===== src/hdl/sbn_pkg.sv =====
// shared types for the slice bound normalizer
`timescale 1ns / 1ps
package sbn_pkg;

  typedef struct packed {
    logic valid;
    logic nz;
  } sbn_ctl_t;

endpackage


===== src/hdl/sbn_div_stage.sv =====
// one restoring divide step with its pipeline register
`timescale 1ns / 1ps
module sbn_div_stage import sbn_pkg::*; #(
  parameter int W = 32
) (
  input  logic         clk_i,
  input  logic         rst_ni,
  input  logic         en_i,
  input  sbn_ctl_t     ctl_i,
  input  logic [W-1:0] first_i,
  input  logic [W-1:0] stride_i,
  input  logic [W-2:0] dq_i,
  input  logic [W-1:0] rem_i,
  input  logic [W-1:0] mag_i,
  output sbn_ctl_t     ctl_o,
  output logic [W-1:0] first_o,
  output logic [W-1:0] stride_o,
  output logic [W-2:0] dq_o,
  output logic [W-1:0] rem_o,
  output logic [W-1:0] mag_o
);

  logic [W-1:0] trial, rem_d;
  logic [W-2:0] dq_d;
  logic         qbit;
  sbn_ctl_t     ctl_q;
  logic [W-1:0] first_q, stride_q, rem_q, mag_q;
  logic [W-2:0] dq_q;

  // dividend bits leave at the top, quotient bits enter at the bottom
  always_comb begin
    trial = {rem_i[W-2:0], dq_i[W-2]};
    qbit  = (trial >= mag_i);
    rem_d = qbit ? (trial - mag_i) : trial;
    dq_d  = {dq_i[W-3:0], qbit};
  end

  always_ff @(posedge clk_i or negedge rst_ni) begin
    if (!rst_ni) begin
      ctl_q <= '0;
    end else if (en_i) begin
      ctl_q <= ctl_i;
    end
  end

  always_ff @(posedge clk_i) begin
    if (en_i) begin
      first_q  <= first_i;
      stride_q <= stride_i;
      dq_q     <= dq_d;
      rem_q    <= rem_d;
      mag_q    <= mag_i;
    end
  end

  assign ctl_o    = ctl_q;
  assign first_o  = first_q;
  assign stride_o = stride_q;
  assign dq_o     = dq_q;
  assign rem_o    = rem_q;
  assign mag_o    = mag_q;

endmodule


===== config.mk =====
export PLATFORM = sky130hd
export DESIGN_NAME = sbn_div_stage
export DESIGN_NICKNAME = d
export VERILOG_FILES = /design/src/hdl/sbn_pkg.sv /design/src/hdl/sbn_div_stage.sv
export SDC_FILE = /design/constraint.sdc
export NUM_CORES = 1
export LEC_CHECK = 0
export ABC_AREA = 1
export ABC_CLOCK_PERIOD_IN_PS = 1000
export BUFFER_PORTS_ARGS = -buffer_cell sky130_fd_sc_hd__buf_2
export CAP_MARGIN = 20
export CORE_ASPECT_RATIO = 1.2
export CORE_UTILIZATION = 49
export CTS_CLUSTER_DIAMETER = 30
export DETAILED_ROUTE_END_ITERATION = 12
export PLACE_DENSITY = 0.8
export SETUP_SLACK_MARGIN = 0.15
export SYNTH_ARGS = -nofsm -noshare
export SYNTH_HDL_FRONTEND = slang
export SYNTH_SLANG_ARGS = --single-unit

===== constraint.sdc =====
create_clock -name clk_i -period 1 [get_ports clk_i]
set_input_delay 0.3 -clock clk_i [delete_from_list [all_inputs] [get_ports clk_i]]
set_output_delay 0.3 -clock clk_i [all_outputs]
set_load 0.01 [all_outputs]

==> impl_metrics.env <==
export IMPL_status="finished, violations left"
export IMPL_violations="negative setup slack"
export IMPL_hpwlAfterDp_um=18160
export IMPL_crit_arrival_ns=1.97
export IMPL_setup_slack_ns=-0.7670
export IMPL_seqPwrFrac_pct=41.8
export IMPL_combPwrFrac_pct=26.0
export IMPL_routabilityCongestion=0.9676
export IMPL_fin_area_um2=12700
export IMPL_worst_setup_path_type="in -> reg"
export IMPL_vias_per_cell=5.016
export IMPL_root_buffer="clkbuf_16"
export IMPL_insertion_delay_ns=0.43
export IMPL_clock_sinks=161
export IMPL_mostFrequentLayoutCells="buf_2, nand2_1, edfxtp_1, buf_4, inv_1"
export IMPL_first_iter_violations=594
export IMPL_grt_overflow_total=0
export IMPL_cts_tree="done"
export IMPL_cts_htree_levels=4
export IMPL_crit_path_end_kind="flip-flop"
export IMPL_max_freq_ghz=0.5659
export IMPL_synth_ff_type="edfxtp_1"
export IMPL_drive_above_1_share_pct=53.14
export IMPL_cts_buffers=17
export IMPL_startpoint_type="input port"
export IMPL_synth_nets=1025
export IMPL_vias=7764
export IMPL_final_antenna_net_count=0
export IMPL_syn_area_um2=8074
export IMPL_drt_pre_antenna_iters=8
export IMPL_power_leakage_nw=6.314
export IMPL_p_clk_share_pct=32.2
export IMPL_antenna_found_initial=0
export IMPL_p_int_mw=13.96
export IMPL_p_sw_mw=5.932
export IMPL_drc_errors=0
export IMPL_fp_dieW_um=119.2
export IMPL_min_period_ns=1.767
export IMPL_routed_wl_um=26620
export IMPL_setup_viol=194
export IMPL_core_area_um2=16140
export IMPL_synthArstFlopShare_pct=1.242
export IMPL_syn_to_final_growth_pct=57.29
export IMPL_clk_pin_slew_ns=0.07
export IMPL_final_common_cell="buf_2"
export IMPL_cap_viol_max_count=0
export IMPL_yosysSeqAreaShare_pct=59.76
export IMPL_diodes=0
export IMPL_grt_usage_pct=29.85
export IMPL_ys_ff_latch=161
export IMPL_worstPathMaxFanout=6
export IMPL_ys_top_cells_by_area="edfxtp_1, nand2_1, inv_1"
export IMPL_power_density_nw_per_um2=1567
export IMPL_swShare_pct=29.82
export IMPL_worst_pin_slew_ns=0.3061
export IMPL_yosys_warnings=0
export IMPL_dpl_cell_area_um2=11030
export IMPL_grt_max_degree=36
export IMPL_synth_cells=828
export IMPL_yosys_area_top_type="edfxtp_1"
export IMPL_rsz0062_at_grt="true"
export IMPL_synth_top_area_share_pct=59.14
export IMPL_post_route_period_util_pct=176.7
export IMPL_synth_edf_count=159
export IMPL_die_height_um=142.6
export IMPL_synth_distinct_cells=32
export IMPL_holdWs_ns=0.03323
export IMPL_nets=1521
export IMPL_rrSetupSlack_ns=0.24
export IMPL_hp_class="in -> reg"
export IMPL_crit_required_ns=1.20
export IMPL_clock_skew_ns=0
export IMPL_drv_slew=0
export IMPL_maxSlewHeadroom_pct=79.60
export IMPL_finalHoldViolCount=0
export IMPL_postSynthAreaPerCell_um2=9.751
export IMPL_die_area_um2=17000
export IMPL_grt_pass1_vias=7659
export IMPL_grt_first_pass_wirelength_um=38050
export IMPL_start_util_pct=50.01
export IMPL_port_buffers=323
export IMPL_ir_drop_uv=919.5
export IMPL_clockBufferDepth=2
export IMPL_ioPinCount=325
export IMPL_wire_per_inst_um=17.19
export IMPL_rows=51
## flip-flops by register name, summed over array words and instances (netlist names)
| signal | cells |
|---|---|
| ctl_o | 2 |
| dq_o | 31 |
| first_o | 32 |
| stride_o | 32 |
| mag_o | 32 |
| rem_o | 32 |
## through the flow
step / total power, mW / std cells / setup slack (ns) / setup TNS, ns / util, %
floorplan: 10.46 / 828 / -0.9965 / -32.11 / -
global placement: 12.42 / 1483 / -1.222 / -44.50 / 68.29
detailed placement: 12.54 / 1483 / -1.288 / -45.60 / 68.29
CTS: 19.51 / 1546 / -0.6417 / -61.90 / 76.76
global route: 20.62 / 1548 / -0.8354 / -69.47 / 78.66
finish: 19.90 / 1548 / -0.7670 / -62.26 / 78.66
## power groups by stage
stage               sequential (mW)  combinational (mW)  clock [mW]
CTS                            8.32                4.75        6.44
global route                   8.36                5.55        6.71
detailed placement             8.45                4.09           0
floorplan                      8.81                1.65           0
finish                         8.32                5.18        6.40
global placement               8.43                3.99           0
## worst paths after layout
path	endpoint	startpoint	cells past startpoint
max	rem_o[4]$_DFFE_PP_	rem_i[22]	14
min	stride_o[18]$_DFFE_PP_	stride_i[18]	1
max reg2reg	ctl_o[0]$_DFFE_PN0P_	ctl_o[0]$_DFFE_PN0P_	1
max in group asynchronous	ctl_o[1]$_DFFE_PN0P_	rst_ni	2
min reg2reg	ctl_o[1]$_DFFE_PN0P_	ctl_o[1]$_DFFE_PN0P_	1
min in group asynchronous	ctl_o[0]$_DFFE_PN0P_	rst_ni	2
## per-layer routing
layer	vias to the layer above	global-route usage [%]	wire, um
met3	125	6.589	1887
met4	0	17.39	1420
met5	-	0	0
met2	436	54.62	14010
li1	3623	-	-
met1	3580	31.43	9302
## cell type report
| class | instances | area [um^2] |
|---|---|---|
| well taps | 212 | 265.3 |
| repair inverters | 2 | 27.53 |
| clock buffers | 17 | 425.4 |
| repair buffers | 480 | 3040 |
| inverters | 164 | 654.4 |
| multi-input cells | 498 | 3314 |
| clock inverters | 14 | 147.6 |
| fillers | 958 | 3445 |
| flip-flops and latches | 161 | 4825 |
## what timing repair did
| item | 4_1_cts | 5_1_grt |
|---|---|---|
| gates cloned | 5 | 0 |
| buffers inserted | 26 | 2 |
| hold buffers | 1 | 0 |
| resized for setup | 124 | 79 |
| endpoints found under the setup margin | 194 | 194 |
| hold endpoints to repair | 2 | 0 |
| pin swaps | 29 | 30 |
## cell families after synthesis
group                      share of synthesized area (%)
adders and majority gates                          5.207
xor gates and xnor gates                           1.519
buffers and inverters                              8.663
DFF                                                59.76
and+or+nand+nor                                    22.86
AOI/OAI and AO/OA                                  1.720
muxes                                             0.2789
## worst max-delay path, cell delays in order
cell and delay (ns):
buf_4 0.12, ha_4 0.26, nand2_4 0.10, inv_2 0.04, nand2_2 0.05, nand2_2 0.08, a21oi_4 0.15, nor2_2 0.08
nor2_4 0.24, nand2_8 0.14, buf_12 0.16, buf_16 0.13, nand2_2 0.06, nand2_2 0.04
## cells in the mapped netlist (2+ instances only)
master,instances
a21oi_1,17
and2_1,3
buf_6,3
buf_8,3
dfrtp_1,2
edfxtp_1,159
ha_1,32
inv_1,159
inv_2,4
mux2_2,2
nand2_1,277
nand2_2,35
nand3_1,43
nand3b_1,3
nand4_1,6
nor2_1,39
nor2_2,2
nor2_4,4
nor3_1,5
o21ai_0,2
o21bai_1,4
xor2_1,14
Note: power is estimated with default switching activity, not from simulation.
