**src/hdl/sbn_pkg.sv**
```systemverilog
// shared types for the slice bound normalizer
`timescale 1ns / 1ps
package sbn_pkg;

  typedef struct packed {
    logic valid;
    logic nz;
  } sbn_ctl_t;

endpackage

```
**src/hdl/sbn_resolve.sv**
```systemverilog
// bound resolution and span setup, two register stages
`timescale 1ns / 1ps
module sbn_resolve import sbn_pkg::*; #(
  parameter int W = 32
) (
  input  logic                clk_i,
  input  logic                rst_ni,
  input  logic                en_i,
  input  logic                valid_i,
  input  logic [W-2:0]        len_i,
  input  logic signed [W-1:0] start_i,
  input  logic                start_abs_i,
  input  logic signed [W-1:0] stop_i,
  input  logic                stop_abs_i,
  input  logic signed [W-1:0] step_i,
  input  logic                step_abs_i,
  output sbn_ctl_t            ctl_o,
  output logic [W-1:0]        first_o,
  output logic [W-1:0]        stride_o,
  output logic [W-2:0]        span_o,
  output logic [W-1:0]        mag_o
);

  logic signed [W:0] lenx, first_d, last_d, first_q, last_q;
  logic signed [W-1:0] st_d, st_q;
  logic back, v0_q;
  logic signed [W:0] dif;
  logic pos, neg;
  sbn_ctl_t ctl_q;
  logic [W-1:0] first1_q, stride1_q, mag_q;
  logic [W-2:0] span_q;

  function automatic logic signed [W:0] resolve(
    input logic signed [W-1:0] b, input logic abs_b, input logic signed [W:0] len,
    input logic bk, input logic signed [W:0] dflt);
    logic signed [W:0] bx, w;
    bx = {b[W-1], b};
    w  = bx + len;
    if (abs_b) return dflt;
    if (bx < 0) return (w < 0) ? (bk ? -1 : 0) : w;
    if (bx >= len) return bk ? len - 1 : len;
    return bx;
  endfunction

  always_comb begin
    lenx    = {2'b00, len_i};
    st_d    = step_abs_i ? W'(1) : step_i;
    back    = st_d[W-1];
    first_d = resolve(start_i, start_abs_i, lenx, back, back ? lenx - 1 : '0);
    last_d  = resolve(stop_i, stop_abs_i, lenx, back, back ? -1 : lenx);
  end

  always_ff @(posedge clk_i or negedge rst_ni) begin
    if (!rst_ni) begin
      v0_q <= 1'b0;
    end else if (en_i) begin
      v0_q <= valid_i;
    end
  end

  always_ff @(posedge clk_i) begin
    if (en_i) begin
      first_q <= first_d;
      last_q  <= last_d;
      st_q    <= st_d;
    end
  end

  // span minus one in the stride's direction
  always_comb begin
    pos = (st_q > 0) && (last_q > first_q);
    neg = (st_q < 0) && (last_q < first_q);
    dif = pos ? (last_q - first_q - 1) : (first_q - last_q - 1);
  end

  always_ff @(posedge clk_i or negedge rst_ni) begin
    if (!rst_ni) begin
      ctl_q <= '0;
    end else if (en_i) begin
      ctl_q.valid <= v0_q;
      ctl_q.nz    <= pos || neg;
    end
  end

  always_ff @(posedge clk_i) begin
    if (en_i) begin
      first1_q  <= first_q[W-1:0];
      stride1_q <= st_q;
      span_q    <= dif[W-2:0];
      mag_q     <= st_q[W-1] ? (~st_q + W'(1)) : st_q;
    end
  end

  assign ctl_o    = ctl_q;
  assign first_o  = first1_q;
  assign stride_o = stride1_q;
  assign span_o   = span_q;
  assign mag_o    = mag_q;

endmodule

```
**config.mk**
```make
export PLATFORM = sky130hd
export DESIGN_NAME = sbn_resolve
export DESIGN_NICKNAME = d
export VERILOG_FILES = /design/src/hdl/sbn_pkg.sv /design/src/hdl/sbn_resolve.sv
export SDC_FILE = /design/constraint.sdc
export NUM_CORES = 1
export LEC_CHECK = 0
export CORE_MARGIN = 2
export CORE_UTILIZATION = 55
export CTS_CLUSTER_SIZE = 20
export DETAILED_ROUTE_END_ITERATION = 12
export DONT_BUFFER_PORTS = 1
export PLACE_DENSITY_LB_ADDON = 0.08
export SLEW_MARGIN = 10
export SYNTH_ARGS = -nofsm -noshare
export SYNTH_HDL_FRONTEND = slang
export SYNTH_SLANG_ARGS = --single-unit
```
**constraint.sdc**
```tcl
create_clock -name clk_i -period 6.5 [get_ports clk_i]
set_clock_uncertainty 0.1 [all_clocks]
set_input_delay 0 -clock clk_i [delete_from_list [all_inputs] [get_ports clk_i]]
set_output_delay 0 -clock clk_i [all_outputs]
set_load 0.05 [all_outputs]
```
==> results by group <==
Status
  – Status: finished with violations
  – Failing checks: negative hold slack

Global route
  – Number of global-route vias before repair: 16000
  – Total congestion overflow: 0
  – Pin count of the biggest net entering global routing: 229
  – Wire length of the first global-routing pass: 93.83 mm
  – Number of antenna violations at the first check in global routing: 2
  – GRT Overall Usage: 0.3334

Floorplanning
  – Placement Rows: 68
  – Starting Density: 0.5570
  – Width of the die: 190.6 um
  – Chip height: 190.6 um
  – Die area: roughly 36000 um2
  – Count of pins on the block boundary: between 200 and 300
  – Floorplan Core Area: 34370 um2

Routing
  – Total DRC errors in the routed layout: 0
  – Number of nets with antenna violations after detailed routing: 0
  – Routed via count: 16710
  – Vias/cell: 6.204
  – DRT iter0 DRCs: 1701
  – Detailed-route wire length: 61.94 mm
  – DRT Pass-1 Iters: 5
  – Routed length per instance: 22.99 um

Synth
  – Share of synthesized flip-flops with an asynchronous set or reset: 0.01322
  – Synth Area in XOR/XNOR: 0.07777
  – EDFF count, synth: 224
  – Syn avg cell area: 9.240 um2
  – Synthesized netlist cell count: ~2100
  – Distinct cell type count of the synthesized netlist: 84
  – Number of register bits inferred by synthesis: 227
  – Dominant combinational cell family by area after synthesis: compound AO/OA/AOI/OAI gates
  – Most frequently used flop master after synthesis: edfxtp_1
  – Complex-gate fraction of the synthesized area: 0.1912
  – Number of warnings issued by yosys: 0
  – Area fraction in and, or, nand and nor cells after synthesis: 0.1576
  – Multiplexer share of the synthesized area: 0.03627
  – Number of nets produced by synthesis: approximately 2400
  – Area of the mapped netlist: 19150 um2
  – Sequential fraction of the synthesis area: 0.3552
  – Post-synthesis share of cell area spent on full adders, half adders and majority gates: 0.1290

STA
  – Slew HR: 0.09988
  – Post-route minimum period: 5.420 ns
  – Sum of negative setup slack: 0 ns
  – Measured slew at the worst slew-check pin: 1.350 ns
  – Least setup slack across all paths after layout: 1.080 ns
  – Number of pins exceeding their max-slew limit in the final report: 0
  – Setup repair after global routing missed its margin: no
  – Highest clock frequency the design can meet: 184.5 MHz
  – Setup violations, final: 0
  – Final-layout worst hold slack: -0.08222 ns
  – Final-report hold violation count: 23
  – Post-route clock period utilization: 0.8338

Setup path
  – WP data arrival: 5.61 ns
  – Critical path start-end classification: primary input to flop
  – Worst setup EP type: flop
  – Data required, critical path: 6.69 ns
  – Setup crit start kind: primary input
  – Launching point of the worst reg2reg path: st_q[7]$_SDFFCE_PP0P_
  – Highest fanout seen on the critical path: 19
  – Crit path launch: len_i[24]

Power
  – Total Power: between 5 and 6 mW
  – Areal power density over the cells: 244.5 nW/um2
  – Peak supply drop: 0.0002265 V
  – LEAKAGE: 8.931 nW

Clocking
  – Clock tree from TritonCTS: yes
  – Buffer cell driving the clock tree root: clkbuf_16
  – Clk_lat worst skew: around 0.54 ns
  – Number of clock sinks seen by CTS: 227
  – Clock input transition at the sequential cells of the worst setup and hold paths: 0.06 ns
  – Maximum level of the CTS H-tree: 1
  – Number of buffers inserted during clock tree synthesis: 26
  – Max Buffers Root-to-Sink: 3
  – PostCTS Resize Cnt: 0

Final layout
  – Layout Area Growth over Synthesis: 16.39%
  – Antenna cells: 0
  – Utilization after layout: 0.6483
  – Fraction of final layout cells sized beyond drive strength 1: 0.04064
  – Final nets: 2548
  – Filler Cells Inserted: 2882
  – Most frequent cells in the layout: 224 x edfxtp_1, 205 x dlygate4sd3_1, 200 x nor2_1
  – Most common library cell in the layout ignoring fill and taps: edfxtp_1

Placed design
  – DP HPWL: 45.25 mm
  – Global placement routability congestion: between 1 and 1.5
  – Number of port buffers: 0
  – Dpl ws: between 2 and 2.5 ns

Min path
  – Worst min-delay path startpoint: en_i
  – Min-delay worst type: primary input to flop

Job
  – Max_cap viols: 0
==> metrics by stage <==
| step | hold slack [ns] | instance area, um2 | std cells |
|---|---|---|---|
| 6_report | -0.08222 | 22280 | 2694 |
| 5_1_grt | 0.05020 | 22280 | 2694 |
| 4_1_cts | 0.003842 | 22280 | 2694 |
| 3_5_place_dp | -0.3955 | 19380 | 2438 |
| 3_3_place_gp | -0.3955 | 19380 | 2438 |
| 2_1_floorplan | -0.3956 | 19150 | 2072 |
==> layout make-up <==
type | count | area (um2) | area share
Tap cell | 455 | 569.3 | 0.02555
Multi-Input combinational cell | 1587 | 11350 | 0.5092
Inverter | 161 | 604.3 | 0.02712
Clock inverter | 19 | 121.4 | 0.005446
Timing Repair Buffer | 216 | 2180 | 0.09781
Clock buffer | 29 | 661.9 | 0.02970
Sequential cell | 227 | 6802 | 0.3052
==> metal layers <==
metal,up-vias,global-route usage,part of all wire
li1,7801,-,-
met1,8046,0.4839,0.45
met2,777,0.5108,0.44
met3,89,0.06018,0.089
met4,0,0.09004,0.025
met5,-,0,0
==> cells by family after synthesis <==
logic type | Yosys count
AO/OA/AOI/OAI | 557
XOR/XNOR | 170
adder cells (fa/ha/maj) | 195
buffers and inverters | 258
flip-flops | 227
multiplexers | 69
AND/OR/NAND/NOR | 596
==> flip-flops by register name, indices dropped and copies added (netlist names) <==
register / flops
first_o: 32
mag_o: 31
st_q: 32
last_q: 33
first_q: 33
ctl_o: 2
span_o: 31
stride_o: 32
v0_q: 1
==> what timing repair did <==
item / 4_1_cts / 5_1_grt
setup endpoints to repair: 0 / 0
hold buffers: 208 / 0
buffers inserted: 0 / 0
endpoints found under the hold margin: 327 / 0
==> path summary, 6_finish.rpt <==
check                                        end  slack, ns  cells past startpoint
max                          last_q[1]$_DFFE_PP_       1.08                     17
min                         first_o[1]$_DFFE_PP_      -0.08                      1
max reg2reg                 span_o[28]$_DFFE_PP_       2.30                     11
min reg2reg                first_o[30]$_DFFE_PP_       0.36                      0
max in group asynchronous       v0_q$_DFFE_PN0P_       5.99                      2
min in group asynchronous   ctl_o[0]$_DFFE_PN0P_       0.15                      2
==> cells in the mapped netlist, types with 20 or more instances <==
cell	number	area [um2]
nor3_1	44	220.2
xnor2_1	148	1296
nor2_1	200	750.7
nand4_1	24	150.1
nor2b_1	51	319.1
ha_1	191	2390
nand2_1	118	442.9
xor2_1	22	192.7
o21a_1	32	240.2
mux2i_1	66	660.6
nor4_1	25	156.4
inv_1	161	604.3
o21ai_0	107	535.5
o21bai_1	25	187.7
o22ai_1	26	162.7
nand3_1	25	125.1
a21oi_1	142	710.7
a21o_1	57	427.9
edfxtp_1	224	6726
o31ai_1	25	187.7
clkbuf_1	64	240.2
buf_2	21	105.1
nand2b_1	23	143.9
o32a_1	20	200.2
==> worst max-delay path, stage by stage <==
cell and delay, ns:
dlygate4sd3_1 0.55, inv_1 0.10, ha_1 0.36, inv_1 0.12
nor4_1 0.57, and3_1 0.28, nand2_1 0.05, or4b_1 0.60
o21ai_4 0.24, buf_4 0.42, mux2i_1 0.23, nor2_1 0.05
dlygate4sd3_1 0.59, a211oi_1 0.24, dlygate4sd3_1 0.59, a31oi_1 0.04
dlygate4sd3_1 0.57
==> where the power goes <==
group	switching, mW	internal, mW	leakage (nW)	total, mW
logic	0.995	0.725	6.33	1.72
clock network	0.602	0.740	0.379	1.34
registers	0.516	1.87	2.22	2.39
total	2.11	3.34	8.93	5.45
(Power assumes the default switching activity.)
